### src/hw/rtl/dspalu_pkg.sv
`timescale 1ns / 1ps
`default_nettype none

package dspalu_pkg;

  localparam int DATA_DEPTH_DEF = 256;
  localparam int COEF_DEPTH_DEF = 256;

  // Commands; code 3 is unused and does nothing.
  typedef enum logic [1:0] {
    CMD_EXEC    = 2'd0,
    CMD_COEF_WR = 2'd1,
    CMD_START   = 2'd2
  } cmd_t;

  // Operand sources (instr_word[10:6])
  localparam logic [4:0] SRC_ACC    = 5'h10;
  localparam logic [4:0] SRC_TEMP_A = 5'h19;
  localparam logic [4:0] SRC_TEMP_B = 5'h1a;
  localparam logic [4:0] SRC_RAM    = 5'h07;

  // Destinations (instr_word[4:0])
  localparam logic [4:0] DST_TEMP_A = 5'h13;
  localparam logic [4:0] DST_TEMP_B = 5'h14;
  localparam logic [4:0] DST_RAM    = 5'h07;

  // Class field (instr_word[23:20])
  localparam logic [3:0] CLASS_MAC  = 4'ha;
  localparam logic [2:0] CLASS_STEP = 3'h2;

  localparam int SPILL_BIT = 28;

  localparam logic [23:0] SAT_MAX = 24'h7fffff;
  localparam logic [23:0] SAT_MIN = 24'h800000;

  // One write request into a store
  typedef struct packed {
    logic        we;
    logic [7:0]  addr;
    logic [23:0] data;
  } wr_req_t;

endpackage

`default_nettype wire

### src/hw/rtl/dspalu_exec.sv
`timescale 1ns / 1ps
`default_nettype none

// Decode and datapath: operand select, accumulate, multiply, pointers.
module dspalu_exec
  import dspalu_pkg::*;
(
  input  wire logic               clk,
  input  wire logic               rst,
  input  wire logic               fire,
  input  wire logic [1:0]         cmd,
  input  wire logic [39:0]        instr_word,
  input  wire logic [7:0]         coef_addr,
  input  wire logic [23:0]        coef_value,
  input  wire logic signed [23:0] sample,
  input  wire logic [23:0]        data_rd,
  input  wire logic [23:0]        coef_rd,
  output wr_req_t                 data_wr,
  output wr_req_t                 coef_wr,
  output logic [7:0]              data_raddr,
  output logic [7:0]              coef_raddr,
  output logic [23:0]             datum_next,
  output logic                    bad_source
);

  function automatic logic [23:0] sat_datum(input logic [43:0] a);
    logic [27:0] v;
    v = a[43:16];
    if (!v[27] && (|v[26:23])) begin
      return SAT_MAX;
    end else if (v[27] && !(&v[26:23])) begin
      return SAT_MIN;
    end
    return v[23:0];
  endfunction

  logic [43:0] acc, acc_next;
  logic [23:0] acc_datum;
  logic [43:0] product, product_next;
  logic [23:0] temp_a, temp_a_next;
  logic [23:0] temp_b, temp_b_next;
  logic [7:0]  pointer, pointer_next;
  logic [7:0]  cursor, cursor_next;

  logic        spill;
  logic [3:0]  cls;
  logic [7:0]  step;
  logic [4:0]  src;
  logic [4:0]  dst;
  logic        src_ok;
  logic [23:0] lbits;
  logic signed [47:0] mul;
  logic [43:0] acc_sum;

  assign spill = instr_word[SPILL_BIT];
  assign cls   = instr_word[23:20];
  assign step  = instr_word[19:12];
  assign src   = instr_word[10:6];
  assign dst   = instr_word[4:0];

  always_comb begin
    src_ok = 1'b1;
    unique case (src)
      SRC_ACC:    lbits = acc_datum;
      SRC_TEMP_A: lbits = temp_a;
      SRC_TEMP_B: lbits = {temp_b[23], temp_b[23:1]};
      SRC_RAM:    lbits = data_rd;
      default: begin
        lbits  = 24'd0;
        src_ok = 1'b0;
      end
    endcase
  end

  assign mul     = $signed(coef_rd) * $signed(lbits);
  assign acc_sum = (spill ? 44'd0 : acc) + product;

  always_comb begin
    acc_next     = acc;
    datum_next   = acc_datum;
    product_next = product;
    temp_a_next  = temp_a;
    temp_b_next  = temp_b;
    pointer_next = pointer;
    cursor_next  = cursor;
    data_wr      = '0;
    coef_wr      = '0;
    bad_source   = 1'b0;
    if (fire) begin
      unique case (cmd)
        CMD_EXEC: begin
          if (src_ok) begin
            acc_next     = acc_sum;
            datum_next   = sat_datum(acc_sum);
            // product >> 6, sign-extended to 44 bits
            product_next = (cls == CLASS_MAC) ? {{2{mul[47]}}, mul[47:6]} : 44'd0;
            if (dst == DST_TEMP_A) begin
              temp_a_next = lbits;
            end
            if (dst == DST_TEMP_B) begin
              temp_b_next = lbits;
            end
            data_wr.we   = spill || (dst == DST_RAM);
            data_wr.addr = pointer;
            data_wr.data = (dst == DST_RAM) ? lbits : acc_datum;
            if (cls == CLASS_MAC) begin
              cursor_next = cursor + 8'd1;
            end
            if (cls[2:0] == CLASS_STEP) begin
              pointer_next = pointer + step;
            end
          end else begin
            bad_source = 1'b1;
          end
        end
        CMD_COEF_WR: begin
          coef_wr.we   = 1'b1;
          coef_wr.addr = coef_addr;
          coef_wr.data = coef_value;
        end
        CMD_START: begin
          acc_next     = {{4{sample[23]}}, sample, 16'd0};
          datum_next   = sample;
          pointer_next = 8'd0;
          cursor_next  = 8'd0;
        end
        default: begin
        end
      endcase
    end
  end

  // stores prefetch the entries the next item will see
  assign data_raddr = pointer_next;
  assign coef_raddr = cursor_next;

  always_ff @(posedge clk) begin
    if (rst) begin
      acc       <= '0;
      acc_datum <= '0;
      product   <= '0;
      temp_a    <= '0;
      temp_b    <= '0;
      pointer   <= '0;
      cursor    <= '0;
    end else begin
      acc       <= acc_next;
      acc_datum <= datum_next;
      product   <= product_next;
      temp_a    <= temp_a_next;
      temp_b    <= temp_b_next;
      pointer   <= pointer_next;
      cursor    <= cursor_next;
    end
  end

endmodule

`default_nettype wire

### config.mk
export PLATFORM = sky130hd
export DESIGN_NAME = dspalu_exec
export DESIGN_NICKNAME = d
export VERILOG_FILES = /design/src/hw/rtl/dspalu_pkg.sv /design/src/hw/rtl/dspalu_exec.sv
export SDC_FILE = /design/constraint.sdc
export NUM_CORES = 2
export LEC_CHECK = 0
export ABC_AREA = 1
export CAP_MARGIN = 25
export CORE_ASPECT_RATIO = 0.9
export CORE_MARGIN = 5
export CORE_UTILIZATION = 52
export DETAILED_ROUTE_END_ITERATION = 8
export DONT_BUFFER_PORTS = 1
export GPL_TIMING_DRIVEN = 0
export PLACE_DENSITY_LB_ADDON = 0.1
export SLEW_MARGIN = 20
export SYNTH_ARGS = -nofsm -noshare
export SYNTH_HDL_FRONTEND = slang
export SYNTH_SLANG_ARGS = --single-unit
### constraint.sdc
create_clock -name clk -period 16.28 [get_ports clk]
set_clock_uncertainty 0.2 [all_clocks]
set_input_delay 0 -clock clk [delete_from_list [all_inputs] [get_ports clk]]
set_output_delay 0 -clock clk [all_outputs]
set_load 0.1 [all_outputs]
; ---- Word-level counts from Yosys, hierarchy flattened
; Index checks and enable logic that the tools add are counted.
; Widths: inputs -> output; s select.
[totals]
regBits = 176
[classes]
n_eq_ne = 12
n_mul = 1
n_reduce_logical = 14
add_sub_neg = 3
mux = 34
[ops]
columns = operator, n
row1 = $mux 33, 5
row2 = $mux 24, 6
row3 = $mux 44, 3
row4 = $pmux 24 s4, 1
row5 = $pmux 44 s2, 1
row6 = $mul 24x24->48, 1
row7 = $mux 8, 6
row8 = $pmux 24 s2, 1
row9 = $add 44x44->44, 1
row10 = $pmux 8 s2, 2
row11 = $eq 5x5->1 const B, 5
row12 = $reduce_and 4->1, 3
row13 = $eq 5x3->1 const B, 2
row14 = $mux 1, 9
row15 = $add 8x1->8 const B, 1
row16 = $add 8x8->8, 1
row17 = $reduce_or 4->1, 2
row18 = $reduce_and 3->1, 2
row19 = $eq 4x4->1 const B, 1
row20 = $eq 3x2->1 const B, 1
row21 = $eq 2x1->1 const B, 1
row22 = $eq 2x2->1 const B, 1
row23 = $logic_and 1x1->1, 2
row24 = $logic_not 1->1, 2
row25 = 4 further kinds, 4

; ---- Logic depth before layout (Yosys ltp)
[logic_depth]
depth_word = 14
depth_mapped = 41
depth_no_buf = 39

; ---- Worst setup path before layout
; No wires, ideal clock.
[synth_timing]
path_type = in2reg
start = input port instr_word[8]
end = register product[42]
cell_stages = 27
t_arrival_ps = 6869
t_required_ps = 15948
setup_time_ps = 132
path_slack_ps = 9079
cell_sequence = inv_1 -> nand2_2 -> nor2_4 -> clkbuf_1 -> a221oi_1 -> inv_1 -> clkbuf_1 -> nand2_1 -> fa_1 -> inv_1 -> fa_1 -> inv_1 -> fa_1 -> inv_1 -> fa_1 -> fa_1 -> fa_1 -> fa_1 -> ha_1 -> a21oi_1 -> o21a_1 -> a21boi_0 -> nor2_1 -> a211oi_1 -> nand3_1 -> nand3_1 -> a21oi_1
[synth_between]
elab_chain_len = 4
word_cells_on_any_way = 10
cone_classes = mul (1) / eq/ne (4) / mux (3) / reduce/logical (2)
[synth_lines]
columns = element, line
row1 = start: declaration, dspalu_exec.sv:12  ; input wire logic [39:0] instr_word,
row2 = $eq 5x3->1 or $eq 5x5->1 (tied branches), dspalu_exec.sv:63  ; unique case (src)
row3 = $pmux 24 s4 or $reduce_or 4->1 (tied branches), --
row4 = $mul 24x24->48 or $mux 1 (tied branches), "dspalu_exec.sv:75, dspalu_exec.sv:63"
row5 = $mux 44 or $reduce_and 3->1 (tied branches), --
row6 = end signal: assignment, dspalu_exec.sv:149  ; product <= product_next;
row7 = end: declaration, dspalu_exec.sv:39  ; logic [43:0] product, product_next;
; Several ways; a longest one is shown, not always the timed one.
; A chain may end at the register's enable or synchronous reset.

; ---- Worst setup path after layout
[layout_timing]
start = register acc_datum[0]
end = register product[39]
[layout_between]
elab_chain_len = 3
[layout_lines]
columns = element, line
row1 = start: declaration, dspalu_exec.sv:38  ; logic [23:0] acc_datum;
row2 = start signal: assignment, dspalu_exec.sv:148  ; acc_datum <= datum_next;
row3 = $pmux 24 s4, dspalu_exec.sv:63
row4 = $mul 24x24->48, dspalu_exec.sv:75  ; assign mul = $signed(coef_rd) * $signed(lbits);
row5 = $mux 44, dspalu_exec.sv:96  ; product_next = (cls == CLASS_MAC) ? {{2{mul[47]}}, mul[47:6]} : 44'd0;
; Every way passes these cells.

==> run metrics <==
most common cell in the netlist nand2_1; Die Ht ~250 um; Synth top cells by count nand2_1, inv_1, fa_1; Worst path max stage delay 690 ps; Ports roughly 260; R2R depth 29; crit path buf inv count 9; 1st-pass router iterations 6; Syn Nets 5579; RSZ-0062 raised after global routing no; largest cells by area after synthesis fa_1, nand2_1, inv_1; final worst-path cycle share 0.574; CP Launch Type flip-flop; Syn Area/Cell approximately 7.2 um2; clock tree buffer depth 2; Core ar. 0.0639 mm2; CTS tree yes; CP top delay family adder cells; Fillers 6321; routed length per instance between 20 and 25 um; Synth top area share 0.364; Clock Sinks 173; Clock Latency Late Sink 470 ps; setup TNS 0 ps; number of library cell types mapped by synthesis 52; global route overflow 0; Mapped Area 0.0334 mm2; Max-slew headroom 0.239; layout cells sized above 1 0.0420; worst vdd ir slightly above 0.05 mV; HP Class input port to output port; Vias approximately 31000; starting density of the core 0.523; hold slack 36.7 ps; MaxCap Viol Count 0; Hold Vio Cnt, Final 0; HPWL Detailed 103 mm; Via density 5.53; vias in the first global route 30100; Static Leak 0.0185 uW; WP depth 29; fin crit period 9350 ps; Final Power 1290 uW; placed inst area approximately 0.035 mm2; Synth area leader fa_1; CTS Buf Count 17; Worst EP arrival between 9000 and 10000 ps; crit path max fanout 11; drt drc 0; clk root buf clkbuf_16; std cell rows ~90; FFs w/ async S/R, synth 0; initial DRC count 3345; largest net degree at the start of global routing 19; Setup Viol. Count Final 0; worst-margin pin slew 1140 ps; antenna-violating nets left 0; total die area around 0.069 mm2; crit path capture type flip-flop; P&R area growth vs syn 9.77%; Slowest-stage cell, CP nor2_1; first-pass GRT wire length 183 mm; initial antenna violation count 6; P per Cell Area 35.1 mW/mm2; register bit count reported by yosys 173; Design Area, Final 0.0367 mm2; Synth Warn # 0; final slew viol count 0; nets@finish 5691; outcome complete, no violations; register area share after synthesis 0.104; drt total wl around 120 mm; Placer Congestion 1.01; Post-synth EDFFs 0; CP most frequent cell inv_1; Setup CP Type flip-flop to flip-flop; max frequency 107 MHz; GRT Total Usage 0.344; Post-Layout Cell Count 5627; hold path depth 2; Worst-path clk slew 80 ps; buffers added on ports 0; Mapped Cells 4641; CTS H-tree lvls 4; CP Data Required Time about 16000 ps; die width 277 um; Main synth FF type dfxtp_1; # placed instances 5511
## metal layers
layer,GRT usage,vias up,part of all wire
met2,0.510,1548,0.43
li1,-,14100,-
met4,0.0991,4,0.034
met5,0,-,0.00022
met1,0.500,15200,0.42
met3,0.0886,267,0.11
## registers in the layout, summed over array words and instances (netlist names)
name and count:
temp_b 23, pointer 8, temp_a 24, cursor 8, acc 44, acc_datum 24
product 42
## timing repair
action                    4_1_cts  5_1_grt
hold buffers                   77        0
buffers inserted                0        0
resized for setup               0        0
hold endpoints to repair      132        0
## worst reg2reg max path: cells and delay by family, from the launching register on
family | cells | cell delay, ps
buffers and inverters | 9 | 2130
adders and majority gates | 8 | 3810
AOI/OAI and AO/OA | 3 | 700
and+or+nand+nor | 9 | 2140
DFF | 1 | 340
## stage by stage
| stage | util | setup slack (ps) |
|---|---|---|
| floorplan | - | 9080 |
| global placement | 0.540 | 6760 |
| detailed placement | 0.552 | 7220 |
| CTS | 0.574 | 7180 |
| global route | 0.574 | 6510 |
| finish | 0.575 | 6930 |
## logic make-up after synthesis
kind of cell / synth area share
flip-flops: 0.104
XOR/XNOR: 0.0113
AND/OR/NAND/NOR: 0.216
adder cells (fa/ha/maj): 0.432
buffers and inverters: 0.139
AO/OA/AOI/OAI: 0.0983
## final cells by class
| class | instances | area (um2) | share of cell area |
|---|---|---|---|
| multi-input combinational | 3247 | 25800 | 0.703 |
| inverter | 1040 | 3900 | 0.106 |
| sequential | 173 | 3460 | 0.0944 |
| antenna | 6 | 15.0 | 0.000409 |
| clock inverter | 14 | 173 | 0.00471 |
| timing repair buffer | 93 | 1090 | 0.0297 |
| buffer | 181 | 739 | 0.0202 |
| tap | 855 | 1070 | 0.0292 |
| clock buffer | 18 | 439 | 0.0120 |
## placed cells by master (no fill, tap or decap), types with 10 or more instances in the layout
| cell type | synthesis | layout |
|---|---|---|
| a211oi_1 | 11 | 11 |
| a21oi_1 | 302 | 276 |
| a21oi_4 | 1 | 25 |
| a22o_1 | 20 | 20 |
| a31oi_1 | 19 | 19 |
| buf_1 | 21 | 22 |
| clkbuf_1 | 140 | 138 |
| clkbuf_16 | 0 | 17 |
| dfxtp_1 | 173 | 173 |
| dlygate4sd3_1 | 0 | 77 |
| fa_1 | 608 | 608 |
| ha_1 | 181 | 181 |
| inv_1 | 1024 | 1024 |
| inv_2 | 10 | 10 |
| nand2_1 | 1126 | 1126 |
| nand3_1 | 102 | 102 |
| nand4_1 | 15 | 15 |
| nor2_1 | 490 | 438 |
| nor2_2 | 4 | 56 |
| nor3_1 | 26 | 20 |
| nor4_1 | 12 | 12 |
| o21ai_0 | 166 | 166 |
| o21ai_1 | 22 | 22 |
| o21bai_1 | 10 | 10 |
| or2_2 | 12 | 12 |
| xnor2_1 | 24 | 24 |
| xor2_1 | 19 | 19 |
## path summary, 6_finish.rpt
kind              slack (ps)           to            from
setup / recovery        6930  product[39]    acc_datum[0]
hold / removal            40  coef_wr[18]  coef_value[18]
setup reg to reg        6930  product[39]    acc_datum[0]
hold reg to reg          260       acc[2]          acc[2]
## report_power, final
part,internal (uW),switching [uW],leakage (uW)
clock,225,213,0.000301
combinational,115,299,0.0168
sequential,430,5.06,0.00140
total,770,517,0.0185
No activity file was read; power rests on OpenSTA's default activity.
